**config.mk**
```make
export PLATFORM = sky130hd
export DESIGN_NAME = topological_sort_kahn
export DESIGN_NICKNAME = d
export VERILOG_FILES = /design/src/sv/tksk_pkg.sv /design/src/sv/tksk_front.sv /design/src/sv/tksk_queue.sv /design/src/sv/tksk_back.sv /design/src/sv/topological_sort_kahn.sv
export SDC_FILE = /design/constraint.sdc
export NUM_CORES = 1
export LEC_CHECK = 0
export BUFFER_PORTS_ARGS = -buffer_cell sky130_fd_sc_hd__buf_2
export CAP_MARGIN = 20
export CORE_MARGIN = 1
export CORE_UTILIZATION = 50
export DETAILED_ROUTE_END_ITERATION = 7
export GPL_ROUTABILITY_DRIVEN = 0
export MAX_ROUTING_LAYER = met4
export PLACE_DENSITY_LB_ADDON = 0.05
export SLEW_MARGIN = 0
export SYNTH_ARGS = -nofsm -noshare
export SYNTH_HDL_FRONTEND = slang
export SYNTH_SLANG_ARGS = --single-unit
```
**constraint.sdc**
```tcl
create_clock -name clock -period 7.2 [get_ports clock]
set_clock_uncertainty 0.15 [all_clocks]
set_input_delay 0.72 -clock clock [delete_from_list [all_inputs] [get_ports clock]]
set_output_delay 0.72 -clock clock [all_outputs]
set_load 0.01 [all_outputs]
```
**src/sv/tksk_pkg.sv**
```systemverilog
// tksk_pkg: shared types and constants for the topological sort block
// no dependencies; imported by every module of the block
`timescale 1ns / 1ps

package tksk_pkg;

   localparam int VTX_W = 5;                   // width of vertex fields on the ports
   localparam int CNT_W = 5;                   // width of the vertex count register
   localparam int MAX_VERTICES_DEFAULT = 16;
   localparam int QUEUE_DEPTH = 4;             // command queue between front and back
   localparam logic [CNT_W-1:0] VERTEX_COUNT_RESET = 5'd16;

   typedef struct packed {
      logic [VTX_W-1:0] src_vertex;
      logic [VTX_W-1:0] dst_vertex;
      logic             end_of_edges;
   } req_item_type;

   typedef struct packed {
      logic [VTX_W-1:0] vertex;
      logic             last;
   } rsp_item_type;

   // classified item handed from front to back, vertex indices zero based
   typedef struct packed {
      logic             edge_ok;
      logic             end_mark;
      logic [VTX_W-1:0] src_idx;
      logic [VTX_W-1:0] dst_idx;
   } cmd_type;

endpackage

```
**src/sv/tksk_front.sv**
```systemverilog
// tksk_front: vertex count register, edge range check and item classification
// depends on tksk_pkg; feeds tksk_queue
`timescale 1ns / 1ps

module tksk_front #(
   parameter int MAX_VERTICES = tksk_pkg::MAX_VERTICES_DEFAULT
) (
   input  logic                                 clock,
   input  logic                                 reset,
   input  logic                                 req_valid,
   output logic                                 req_stall,
   input  tksk_pkg::req_item_type               req_data,
   input  logic                                 csr_wr_en,
   input  logic [tksk_pkg::CNT_W-1:0]           csr_wr_data,
   output logic                                 cmd_valid,
   input  logic                                 cmd_stall,
   output tksk_pkg::cmd_type                    cmd_data,
   output logic [$clog2(MAX_VERTICES+1)-1:0]    active_count
);
   import tksk_pkg::*;

   localparam int CW = $clog2(MAX_VERTICES + 1);

   logic [CNT_W-1:0] vcount_ff;
   logic [CNT_W-1:0] vcount_in;
   logic             src_ok;
   logic             dst_ok;
   logic             edge_ok;

   always_comb begin
      vcount_in = csr_wr_en ? csr_wr_data : vcount_ff;
   end

   always_ff @(posedge clock) begin
      if (reset) begin
         vcount_ff <= VERTEX_COUNT_RESET;
      end else begin
         vcount_ff <= vcount_in;
      end
   end

   // counts above the storage size saturate
   assign active_count = (32'(vcount_ff) > MAX_VERTICES) ? CW'(MAX_VERTICES) : CW'(vcount_ff);

   assign src_ok  = (req_data.src_vertex != '0) &&
                    (32'(req_data.src_vertex) <= 32'(active_count));
   assign dst_ok  = (req_data.dst_vertex != '0) &&
                    (32'(req_data.dst_vertex) <= 32'(active_count));
   assign edge_ok = src_ok && dst_ok;

   // an ignored edge without the end mark is dropped here
   assign cmd_valid = req_valid && (edge_ok || req_data.end_of_edges);
   assign req_stall = cmd_stall;

   always_comb begin
      cmd_data.edge_ok  = edge_ok;
      cmd_data.end_mark = req_data.end_of_edges;
      cmd_data.src_idx  = req_data.src_vertex - VTX_W'(1);
      cmd_data.dst_idx  = req_data.dst_vertex - VTX_W'(1);
   end

endmodule

```
**src/sv/tksk_queue.sv**
```systemverilog
// tksk_queue: short command queue between front and back
// depends on tksk_pkg for the command type and depth
`timescale 1ns / 1ps

module tksk_queue (
   input  logic              clock,
   input  logic              reset,
   input  logic              in_valid,
   output logic              in_stall,
   input  tksk_pkg::cmd_type in_data,
   output logic              out_valid,
   input  logic              out_stall,
   output tksk_pkg::cmd_type out_data
);
   import tksk_pkg::*;

   localparam int PW = $clog2(QUEUE_DEPTH);

   cmd_type         slot_ff [QUEUE_DEPTH];
   logic [PW-1:0]   wr_ptr_ff;
   logic [PW-1:0]   wr_ptr_in;
   logic [PW-1:0]   rd_ptr_ff;
   logic [PW-1:0]   rd_ptr_in;
   logic [PW:0]     fill_ff;
   logic [PW:0]     fill_in;
   logic            push;
   logic            pop;

   assign in_stall  = (fill_ff == (PW+1)'(QUEUE_DEPTH));
   assign out_valid = (fill_ff != '0);
   assign out_data  = slot_ff[rd_ptr_ff];
   assign push      = in_valid && !in_stall;
   assign pop       = out_valid && !out_stall;

   always_comb begin
      wr_ptr_in = push ? wr_ptr_ff + PW'(1) : wr_ptr_ff;
      rd_ptr_in = pop ? rd_ptr_ff + PW'(1) : rd_ptr_ff;
      fill_in   = fill_ff + (PW+1)'(push) - (PW+1)'(pop);
   end

   always_ff @(posedge clock) begin
      if (reset) begin
         wr_ptr_ff <= '0;
         rd_ptr_ff <= '0;
         fill_ff   <= '0;
      end else begin
         wr_ptr_ff <= wr_ptr_in;
         rd_ptr_ff <= rd_ptr_in;
         fill_ff   <= fill_in;
      end
   end

   always_ff @(posedge clock) begin
      if (push) begin
         slot_ff[wr_ptr_ff] <= in_data;
      end
   end

endmodule

```
**src/sv/tksk_back.sv**
```systemverilog
// tksk_back: adjacency matrix, in-degree lanes, ready queue and sort sequencer
// depends on tksk_pkg; takes commands from tksk_queue, drives the result register
`timescale 1ns / 1ps

module tksk_back #(
   parameter int MAX_VERTICES = tksk_pkg::MAX_VERTICES_DEFAULT
) (
   input  logic                                 clock,
   input  logic                                 reset,
   input  logic                                 cmd_valid,
   output logic                                 cmd_stall,
   input  tksk_pkg::cmd_type                    cmd_data,
   input  logic [$clog2(MAX_VERTICES+1)-1:0]    active_count,
   output logic                                 rsp_valid,
   input  logic                                 rsp_stall,
   output tksk_pkg::rsp_item_type               rsp_data
);
   import tksk_pkg::*;

   localparam int CW = $clog2(MAX_VERTICES + 1);
   localparam int VW = $clog2(MAX_VERTICES);

   typedef enum logic [2:0] {
      ST_IDLE,
      ST_DEGREE,
      ST_INIT,
      ST_FETCH,
      ST_TAKE,
      ST_SCAN,
      ST_FINISH
   } state_type;

   state_type                 state_ff, state_in;
   logic [MAX_VERTICES-1:0]   adj_ff [MAX_VERTICES];
   logic [MAX_VERTICES-1:0]   adj_in [MAX_VERTICES];
   logic [CW-1:0]             deg_ff [MAX_VERTICES];
   logic [CW-1:0]             deg_in [MAX_VERTICES];
   logic [CW-1:0]             u_ff, u_in;
   logic [CW-1:0]             v_ff, v_in;
   logic [CW-1:0]             head_ff, head_in;
   logic [CW-1:0]             tail_ff, tail_in;
   logic [VW-1:0]             cur_ff, cur_in;
   logic                      pend_valid_ff, pend_valid_in;
   logic [VTX_W-1:0]          pend_vtx_ff, pend_vtx_in;
   logic                      rsp_valid_ff, rsp_valid_in;
   rsp_item_type              rsp_data_ff, rsp_data_in;

   logic [VW-1:0]             fifo_mem [MAX_VERTICES];
   logic [VW-1:0]             rd_ff;
   logic                      push;
   logic [VW-1:0]             push_idx;
   logic                      rd_en;
   logic                      out_free;
   logic [VW-1:0]             v_idx;
   logic [MAX_VERTICES-1:0]   deg_row;

   assign out_free  = !rsp_valid_ff || !rsp_stall;
   assign cmd_stall = (state_ff != ST_IDLE);
   assign rsp_valid = rsp_valid_ff;
   assign rsp_data  = rsp_data_ff;
   assign v_idx     = v_ff[VW-1:0];
   assign deg_row   = adj_ff[u_ff[VW-1:0]];

   always_comb begin
      state_in      = state_ff;
      adj_in        = adj_ff;
      deg_in        = deg_ff;
      u_in          = u_ff;
      v_in          = v_ff;
      head_in       = head_ff;
      tail_in       = tail_ff;
      cur_in        = cur_ff;
      pend_valid_in = pend_valid_ff;
      pend_vtx_in   = pend_vtx_ff;
      rsp_valid_in  = rsp_valid_ff && rsp_stall;
      rsp_data_in   = rsp_data_ff;
      push          = 1'b0;
      push_idx      = v_idx;
      rd_en         = 1'b0;

      case (state_ff)
         ST_IDLE: begin
            if (cmd_valid) begin
               if (cmd_data.edge_ok) begin
                  adj_in[VW'(cmd_data.src_idx)][VW'(cmd_data.dst_idx)] = 1'b1;
               end
               if (cmd_data.end_mark) begin
                  state_in = ST_DEGREE;
                  u_in     = '0;
                  for (int v = 0; v < MAX_VERTICES; v++) begin
                     deg_in[v] = '0;
                  end
               end
            end
         end
         // one matrix row per cycle added into the per-vertex counters
         ST_DEGREE: begin
            if (u_ff == active_count) begin
               state_in = ST_INIT;
               v_in     = '0;
            end else begin
               for (int v = 0; v < MAX_VERTICES; v++) begin
                  deg_in[v] = deg_ff[v] + CW'(deg_row[v]);
               end
               u_in = u_ff + CW'(1);
            end
         end
         // queue the sources in ascending order
         ST_INIT: begin
            if (v_ff == active_count) begin
               state_in = ST_FETCH;
            end else begin
               if (deg_ff[v_idx] == '0) begin
                  push = 1'b1;
               end
               v_in = v_ff + CW'(1);
            end
         end
         ST_FETCH: begin
            if (head_ff == tail_ff) begin
               state_in = ST_FINISH;
            end else begin
               rd_en    = 1'b1;
               head_in  = head_ff + CW'(1);
               state_in = ST_TAKE;
            end
         end
         // the previous vertex goes out now that we know it is not the last
         ST_TAKE: begin
            if (!pend_valid_ff || out_free) begin
               if (pend_valid_ff) begin
                  rsp_valid_in       = 1'b1;
                  rsp_data_in.vertex = pend_vtx_ff;
                  rsp_data_in.last   = 1'b0;
               end
               pend_valid_in = 1'b1;
               pend_vtx_in   = VTX_W'(rd_ff) + VTX_W'(1);
               cur_in        = rd_ff;
               v_in          = '0;
               state_in      = ST_SCAN;
            end
         end
         ST_SCAN: begin
            if (v_ff == active_count) begin
               state_in = ST_FETCH;
            end else begin
               if (adj_ff[cur_ff][v_idx] && (deg_ff[v_idx] != '0)) begin
                  deg_in[v_idx] = deg_ff[v_idx] - CW'(1);
                  if (deg_ff[v_idx] == CW'(1)) begin
                     push = 1'b1;
                  end
               end
               v_in = v_ff + CW'(1);
            end
         end
         ST_FINISH: begin
            if (out_free) begin
               rsp_valid_in       = 1'b1;
               rsp_data_in.vertex = pend_valid_ff ? pend_vtx_ff : '0;
               rsp_data_in.last   = 1'b1;
               pend_valid_in      = 1'b0;
               head_in            = '0;
               tail_in            = '0;
               for (int r = 0; r < MAX_VERTICES; r++) begin
                  adj_in[r] = '0;
               end
               state_in = ST_IDLE;
            end
         end
         default: begin
            state_in = ST_IDLE;
         end
      endcase

      if (push) begin
         tail_in = tail_ff + CW'(1);
      end
   end

   always_ff @(posedge clock) begin
      if (reset) begin
         state_ff      <= ST_IDLE;
         head_ff       <= '0;
         tail_ff       <= '0;
         pend_valid_ff <= 1'b0;
         rsp_valid_ff  <= 1'b0;
         for (int r = 0; r < MAX_VERTICES; r++) begin
            adj_ff[r] <= '0;
         end
      end else begin
         state_ff      <= state_in;
         head_ff       <= head_in;
         tail_ff       <= tail_in;
         pend_valid_ff <= pend_valid_in;
         rsp_valid_ff  <= rsp_valid_in;
         adj_ff        <= adj_in;
         deg_ff        <= deg_in;
         u_ff          <= u_in;
         v_ff          <= v_in;
         cur_ff        <= cur_in;
         pend_vtx_ff   <= pend_vtx_in;
         rsp_data_ff   <= rsp_data_in;
      end
   end

   // ready queue storage, registered read at the head
   always_ff @(posedge clock) begin
      if (push) begin
         fifo_mem[tail_ff[VW-1:0]] <= push_idx;
      end
      if (rd_en) begin
         rd_ff <= fifo_mem[head_ff[VW-1:0]];
      end
   end

`ifndef SYNTHESIS
   a_head_behind_tail: assert property (@(posedge clock) disable iff (reset)
      head_ff <= tail_ff)
      else $error("ready queue head passed tail");

   a_tail_bounded: assert property (@(posedge clock) disable iff (reset)
      (state_ff != ST_IDLE) |-> (tail_ff <= active_count))
      else $error("more vertices queued than the graph holds");

   a_idle_no_pending: assert property (@(posedge clock) disable iff (reset)
      (state_ff == ST_IDLE) |-> (!pend_valid_ff && head_ff == '0 && tail_ff == '0))
      else $error("sort state left behind after finish");

   a_finish_marks_last: assert property (@(posedge clock) disable iff (reset)
      ($past(state_ff == ST_FINISH) && state_ff == ST_IDLE) |->
         (rsp_valid_ff && rsp_data_ff.last))
      else $error("sort ended without a last item");
`endif

endmodule

```
**src/sv/topological_sort_kahn.sv**
```systemverilog
// topological_sort_kahn: top level of the Kahn topological sort block
// depends on tksk_pkg, tksk_front, tksk_queue, tksk_back
//
//   port group   direction  handshake          payload
//   req_*        in         req_valid/stall    req_item_type: src, dst, end mark
//   rsp_*        out        rsp_valid/stall    rsp_item_type: vertex, last
//   csr_*        in         csr_wr_en          vertex count, 5 bits
//
// one item per cycle unless the 4-deep queue is full; in-range edges go into the matrix
// an end item starts the sort: a row sweep for in-degrees, a pass to queue the sources,
//   then a fetch, a take and a row scan per emitted vertex, and a finish step
// while a sort runs the back takes no items; the front fills the queue, then stalls
// results leave through an output register; a stalled output holds the sequencer
// synchronous reset clears the matrix, the queue pointers and the vertex count (16) at once
`timescale 1ns / 1ps

module topological_sort_kahn #(
   parameter int MAX_VERTICES = tksk_pkg::MAX_VERTICES_DEFAULT
) (
   input  logic                        clock,
   input  logic                        reset,
   input  logic                        req_valid,
   output logic                        req_stall,
   input  tksk_pkg::req_item_type      req_data,
   output logic                        rsp_valid,
   input  logic                        rsp_stall,
   output tksk_pkg::rsp_item_type      rsp_data,
   input  logic                        csr_wr_en,
   input  logic [tksk_pkg::CNT_W-1:0]  csr_wr_data
);
   import tksk_pkg::*;

   localparam int CW = $clog2(MAX_VERTICES + 1);

   logic          fq_valid;
   logic          fq_stall;
   cmd_type       fq_data;
   logic          qb_valid;
   logic          qb_stall;
   cmd_type       qb_data;
   logic [CW-1:0] active_count;

   tksk_front #(
      .MAX_VERTICES(MAX_VERTICES)
   ) u_front (
      .clock        (clock),
      .reset        (reset),
      .req_valid    (req_valid),
      .req_stall    (req_stall),
      .req_data     (req_data),
      .csr_wr_en    (csr_wr_en),
      .csr_wr_data  (csr_wr_data),
      .cmd_valid    (fq_valid),
      .cmd_stall    (fq_stall),
      .cmd_data     (fq_data),
      .active_count (active_count)
   );

   tksk_queue u_queue (
      .clock     (clock),
      .reset     (reset),
      .in_valid  (fq_valid),
      .in_stall  (fq_stall),
      .in_data   (fq_data),
      .out_valid (qb_valid),
      .out_stall (qb_stall),
      .out_data  (qb_data)
   );

   tksk_back #(
      .MAX_VERTICES(MAX_VERTICES)
   ) u_back (
      .clock        (clock),
      .reset        (reset),
      .cmd_valid    (qb_valid),
      .cmd_stall    (qb_stall),
      .cmd_data     (qb_data),
      .active_count (active_count),
      .rsp_valid    (rsp_valid),
      .rsp_stall    (rsp_stall),
      .rsp_data     (rsp_data)
   );

endmodule

```
# [Word-level counts from Yosys, hierarchy flattened]
# Memory sizes are Yosys's and may differ from the RTL's. A register that Yosys moved wholly into a read port is not among the register bits.
# Cells that the tools add are included.
[word_totals] register_bits=388 mem_bits_rw=112 in_bits=21 out_inout_bits=8 elab_cells=240 mem_count=2
[mem_list] memory="u_back.fifo_mem" words=16 width=4 read_ports=1 rd_clocked_by_memory_dff=1 write_ports=1 line_no="tksk_back.sv:48" rtl="logic [VW-1:0] fifo_mem [MAX_VERTICES];"
[mem_list] memory="u_queue.slot_ff" words=4 width=12 read_ports=1 rd_clocked_by_memory_dff=1 write_ports=1 line_no="tksk_queue.sv:19" rtl="cmd_type slot_ff [QUEUE_DEPTH];"
[op_classes] n_addsub=28 order_cmp=12 n_eq_ne=24 muxes=76 bitwise_logic=6 n_reduce_logical=45
[op_table] operator="256-bit 2-to-1 mux" count=3
[op_table] operator="256-bit one-hot mux with 2 select lines" count=1
[op_table] operator="80-bit 2-to-1 mux" count=5
[op_table] operator="256-bit OR" count=1
[op_table] operator="80-bit one-hot mux with 3 select lines" count=1
[op_table] operator="16-bit binary-select mux with 4-bit select" count=2
[op_table] operator="5-bit by 1-bit adder with 5-bit output" count=16
[op_table] operator="80-bit bitwise mux" count=1
[op_table] operator="16-bit 2-to-1 mux" count=5
[op_table] operator="5-bit 2-to-1 mux" count=15
[op_table] operator="16-bit demux with 4-bit select" count=1
[op_table] operator="5-bit by 1-bit adder with 5-bit output, second input constant" count=4
[op_table] operator="5-bit binary-select mux with 4-bit select" count=1
[op_table] operator="5-bit demux with 4-bit select" count=1
[op_table] operator="5-bit >= comparator, second input constant" count=4
[op_table] operator="4-bit inverter with 5-bit output" count=4
[op_table] operator="5-bit one-hot mux with 2 select lines" count=2
[op_table] operator="1-bit 2-to-1 mux" count=18
[op_table] operator="3-bit 2-to-1 mux" count=6
[op_table] operator="6-bit 2-to-1 mux" count=3
[op_table] operator="3-bit one-hot mux with 6 select lines" count=1
[op_table] operator="5-bit equality test" count=3
[op_table] operator="5-bit one-hot mux with 3 select lines" count=1
[op_table] operator="5-bit AND reduction" count=3
[op_table] operator="36 further kinds" count=89

# [Longest topological paths before layout]
[depth] depth_word=12 mapped_depth=14 depth_no_buf=14

# [Cells and area by module]
# Synthesis repeated with hierarchy kept, for this count alone.
[unflattened] cells_unflattened=2261 hier_area_um2=25573.3
[by_module_without_submodules] mod="tksk_back" n_inst=1 cells_per_inst=2068 area_each_um2=22740.6 seq_area_each_um2=10620.2
[by_module_without_submodules] mod="tksk_queue" n_inst=1 cells_per_inst=114 area_each_um2=2223.4 seq_area_each_um2=1621.6
[by_module_without_submodules] mod="tksk_front" n_inst=1 cells_per_inst=79 area_each_um2=609.3 seq_area_each_um2=100.1

# [Worst setup path after synthesis]
# No wires, ideal clock.
[synth_timing] path_type="flip-flop to flip-flop" start="register u_back.v_ff[1]" end="register u_back.deg_ff[0] (netlist name), enable pin" setup_ns=0.445 arrival_ns=4.540 t_required_ns=6.605 slack_ns=2.065 stages_incl_launch_ff=12 path_buffers=4 synth_period_minus_slack_ns=5.135 cell_sequence="edfxtp_1 -> buf_2 -> buf_2 -> mux4_2 -> mux4_2 -> buf_2 -> buf_1 -> inv_1 -> ha_1 -> nor3b_2 -> nor3_1 -> o2111a_1"
[synth_between] elab_chain_len=8 elab_cells_between_ends=12 classes_between="eq/ne: 3; mux: 5; bitwise: 1; reduce/logical: 3"
[synth_lines] element="start: declaration" line_no="tksk_back.sv:39" rtl="logic [CW-1:0] v_ff, v_in;"
[synth_lines] element="start signal: assignment" line_no="tksk_back.sv:199" rtl="v_ff <= v_in;"
[synth_lines] element="4-bit inverter with 5-bit output (implied by the code)" line_no="tksk_back.sv:147" rtl="if (adj_ff[cur_ff][v_idx] && (deg_ff[v_idx] != '0)) begin"
[synth_lines] element="5-bit binary-select mux with 4-bit select" line_no="tksk_back.sv:147"
[synth_lines] element="5-bit 2-to-1 mux (implied by the code) (2 in series)" line_no="tksk_back.sv:147"
[synth_lines] element="5-bit nonzero test" line_no="tksk_back.sv:147"
[synth_lines] element="1-bit logical AND" line_no="tksk_back.sv:147"
[synth_lines] element="2-bit by 1-bit inequality test with 1-bit output (no line)"
[synth_lines] element="7-bit AND reduction (no line) (*)"
[synth_lines] element="end signal: assignment" line_no="tksk_back.sv:197" rtl="deg_ff <= deg_in;"
[synth_lines] element="end: declaration" line_no="tksk_back.sv:36" rtl="logic [CW-1:0] deg_ff [MAX_VERTICES];"
# Mark *: on every way between the ends. The rest lies on a longest branch, timed or not. The select of a mux whose other input is x is not followed.
# A chain may end at the register's enable or synchronous reset.

# [Worst setup path in the final report]
[layout_timing] start="register u_back.v_ff[1]" end="memory u_back.fifo_mem[7][3] (netlist name), enable pin"
[layout_between] elab_chain_len=11 elab_cells_between_ends=19 classes_between="eq/ne: 2; mux: 13; bitwise: 1; reduce/logical: 3"
[layout_lines] element="4-bit inverter with 5-bit output (implied by the code)" line_no="tksk_back.sv:113, tksk_back.sv:147, tksk_back.sv:149"
[layout_lines] element="5-bit binary-select mux with 4-bit select" line_no="tksk_back.sv:113, tksk_back.sv:147, tksk_back.sv:149"
[layout_lines] element="5-bit 2-to-1 mux (implied by the code) (2 in series)" line_no="tksk_back.sv:113, tksk_back.sv:147, tksk_back.sv:149"
[layout_lines] element="5-bit by 1-bit equality test with 1-bit output or 5-bit nonzero test (tied branches)" line_no="tksk_back.sv:149, tksk_back.sv:147"
[layout_lines] element="1-bit 2-to-1 mux or 1-bit logical AND (tied branches)" line_no="tksk_back.sv:149, tksk_back.sv:147"
[layout_lines] element="1-bit 2-to-1 mux" line_no="tksk_back.sv:147"
[layout_lines] element="1-bit 2-to-1 mux" line_no="tksk_back.sv:144" rtl="if (v_ff == active_count) begin"
[layout_lines] element="1-bit one-hot mux with 2 select lines (*)" line_no="tksk_back.sv:81" rtl="case (state_ff)"
[layout_lines] element="1-bit 2-to-1 mux (*)" line_no="tksk_back.sv:208" rtl="if (push) begin"
[layout_lines] element="1-bit 2-to-1 mux (implied by the code) (*)" line_no="tksk_back.sv:209" rtl="fifo_mem[tail_ff[VW-1:0]] <= push_idx;"
[layout_lines] element="end: declaration" line_no="tksk_back.sv:48"
# Marks and branches as above.

==> impl_metrics.tcl <==
set metrics [dict create \
    track_usage_pct 28.6 \
    htree_levels 2 \
    avgViaCountPerCell 6.22 \
    synthCells 2246 \
    drt-total-wl_um 69700 \
    maxCapViolCount 0 \
    ir_worst_vdd_uv 202 \
    syn_area_sq_um 24800 \
    syn_to_final_growth_pct 10.8 \
    cts_buffer_depth 3 \
    die_h_um 225 \
    ys_async_sr_fraction_pct 0 \
    final-hold-violation-count 0 \
    nFillCells 4182 \
    syn_nets 2334 \
    vias 18300 \
    p_switching_mw 2.57 \
    cts_resized 0 \
    cp_num_buf_inv 1 \
    finalCriticalPeriod_ps 4630 \
    synth_warnings 0 \
    portBuffers 28 \
    crit_type "reg2reg" \
    worstPathArrival_ps 4780 \
    holdBufCountCts 0 \
    post_cts_buffers 0 \
    final_cell_mix "367 x nor2_1, 318 x a21oi_1, 285 x dfxtp_1" \
    rsz0062_at_grt "false" \
    whs_ps 172 \
    fin_nets 2317 \
    path_cells "buf_4, mux4_2, mux4_2, or2_4, nor3_4, nand4_4, a211oi_2, and2_1" \
    path_common_cell "mux4_2" \
    drcViolationCount 0 \
    required_ps 7350 \
    cpLargestDelayFamily "simple AND/OR/NAND/NOR gates" \
    netSwitchingFraction_pct 31.5 \
    ys_ff_latch 498 \
    final_util_pct 56.2 \
    ios 29 \
    synth_seq_area_share_pct 48.7 \
    p_leak_nw 9.92 \
    synthDistinctLibCells 71 \
    root_buffer "clkbuf_16" \
    layout_commonest_cell "nor2_1" \
    max-slew-margin-rel_pct 29.5 \
    start_kind "register" \
    post_drt_wl_per_cell_um 23.7 \
    multi_input_area_sq_um 11900 \
    cp-end-kind "register" \
    die_area_sq_um 50600 \
    grt_max_degree 186 \
    status "completed" \
    drv_slew 0 \
    first_global_vias 17600 \
    synth_top_area_cell "edfxtp_1" \
    dp_hpwl_um 44000 \
    core_sq_um 49000 \
    period_share_pct 64.3 \
    clkTransAtPathRegs_ps 60 \
    tns_ps 0 \
    grt_pass1_wl_um 107000 \
    worst_pin_slew_ps 1060 \
    antenna_found_initial 0 \
    design_area_sq_um 27500 \
    pwr-share-clk_pct 35.7 \
    synth_edf_count 213 \
    power.density_cell_area_nw_per_um2 297 \
    synthTopCellsByArea "edfxtp_1 26%, dfxtp_1 23%, mux4_2 18%" \
    cpPeakStageDelay_ps 820 \
    p_int_mw 5.60 \
    grt_overflow_total 0 \
    antenna_left 0 \
    synthFlopType "dfxtp_1" \
    drive_gt1_share_pct 17.1 \
    clock_sinks 498 \
    start_util_pct 50.8 \
    power_frac_comb_pct 22.4 \
    numCtsBuffers 53 \
    max_freq_mhz 216 \
    tritoncts "yes" \
    worstHoldPathType "in2reg" \
    synth_top_area_share_pct 25.7 \
    pwr-share-seq_pct 41.9 \
    dr.first_iter.drc_count 1658 \
    diodes 0 \
    clk-insertion-delay-late_ps 620 \
    die_w_um 225 \
    cpMaxStageDelayCell "edfxtp_1" \
    crit_fanout 34 \
    seqCellArea_sq_um 12100 \
    firstDrtPassIters 5 \
    setup_viol 0 \
    synth_area_per_cell_sq_um 11.1 \
    rows 81 \
    place_area_sq_um 25600 \
]
per-layer routing:
layer  wire length [um]  vias up  part of all wire (%)  track usage (%)
met5                  0        -                     0                -
met4               1900        0                   2.7             9.06
met3               3700      136                   5.3             3.46
met2              33800      609                    49             45.5
met1              30300     9174                    43             38.4
li1                   -     8334                     -                -
worst paths after layout:
path,startpoint,depth (start not counted),end,slack [ps]
min,csr_wr_data[4],3,u_front.vcount_ff[4]$_SDFFE_PP1P_,170
max,u_back.v_ff[1]$_SDFFCE_PN0P_,8,u_back.fifo_mem[7][3]$_DFFE_PP_,2570
max reg2reg,u_back.v_ff[1]$_SDFFCE_PN0P_,8,u_back.fifo_mem[7][3]$_DFFE_PP_,2570
min reg2reg,u_front.vcount_ff[0]$_SDFFE_PP0P_,2,u_front.vcount_ff[0]$_SDFFE_PP0P_,340
final cells by class:
type	count	share of cell area, %
clock inverters	27	1.20
flip-flops and latches	498	44.0
inverters	39	0.532
multi-input cells	1548	43.4
clock buffers	71	5.59
repair buffers	89	2.30
well taps	664	3.02
through the flow:
| stage | total power, mW | cells | worst slack [ps] |
|---|---|---|---|
| floorplan | 4.67 | 2246 | 2060 |
| global placement | 5.26 | 2836 | 2700 |
| detailed placement | 5.29 | 2837 | 2590 |
| CTS | 8.20 | 2935 | 2570 |
| global route | 8.50 | 2936 | 2490 |
| finish | 8.18 | 2936 | 2570 |
logic make-up (layout without fill, tap and decap cells):
kind of cell | after synthesis | after routing | synth area share (%)
and+or+nand+nor | 707 | 707 | 12.5
AOI/OAI and AO/OA | 514 | 514 | 11.8
DFF | 498 | 498 | 48.7
muxes | 225 | 225 | 19.0
buffers and inverters | 200 | 226 | 3.30
adders and majority gates | 67 | 67 | 3.40
xor gates and xnor gates | 35 | 35 | 1.23
power by group through the flow:
stage / clock, mW / sequential [mW] / combinational (mW)
after floorplan: 0 / 3.40 / 1.27
after global placement: 0 / 3.49 / 1.77
after detailed placement: 0 / 3.49 / 1.80
after CTS: 2.97 / 3.43 / 1.80
after global routing: 3.07 / 3.46 / 1.97
final: 2.92 / 3.43 / 1.83
sequential cells by signal (all words and copies together), names as in the netlist, 2 cells and up, named ones only:
name                flops
u_back.adj_ff         256
u_back.deg_ff          80
u_back.fifo_mem        64
u_queue.slot_ff        40
u_back.rsp_data         6
u_back.head_ff          5
u_back.pend_vtx_ff      5
u_back.tail_ff          5
u_back.u_ff             5
u_back.v_ff             5
u_front.vcount_ff       5
u_back.cur_ff           4
u_back.rd_ff            4
u_back.state_ff         3
u_queue.fill_ff         3
u_queue.rd_ptr_ff       2
u_queue.wr_ptr_ff       2
worst register-to-register path: cells and delay by family, from the launching register on:
| kind | cells | cell delay (ps) |
|---|---|---|
| simple gates | 4 | 1150 |
| mux | 2 | 1100 |
| buf+inv | 1 | 580 |
| compound gates | 1 | 520 |
| flops | 1 | 820 |
Yosys cell counts, drive strengths merged, types with 39 or more instances:
cell / count
mux4: 197
clkbuf: 120
a21oi: 319
inv: 39
edfxtp: 213
dfxtp: 285
buf: 41
nand2: 162
and3: 48
nor2: 367
ha: 66
o21ai: 76
Note: power is estimated with default switching activity, not from simulation.
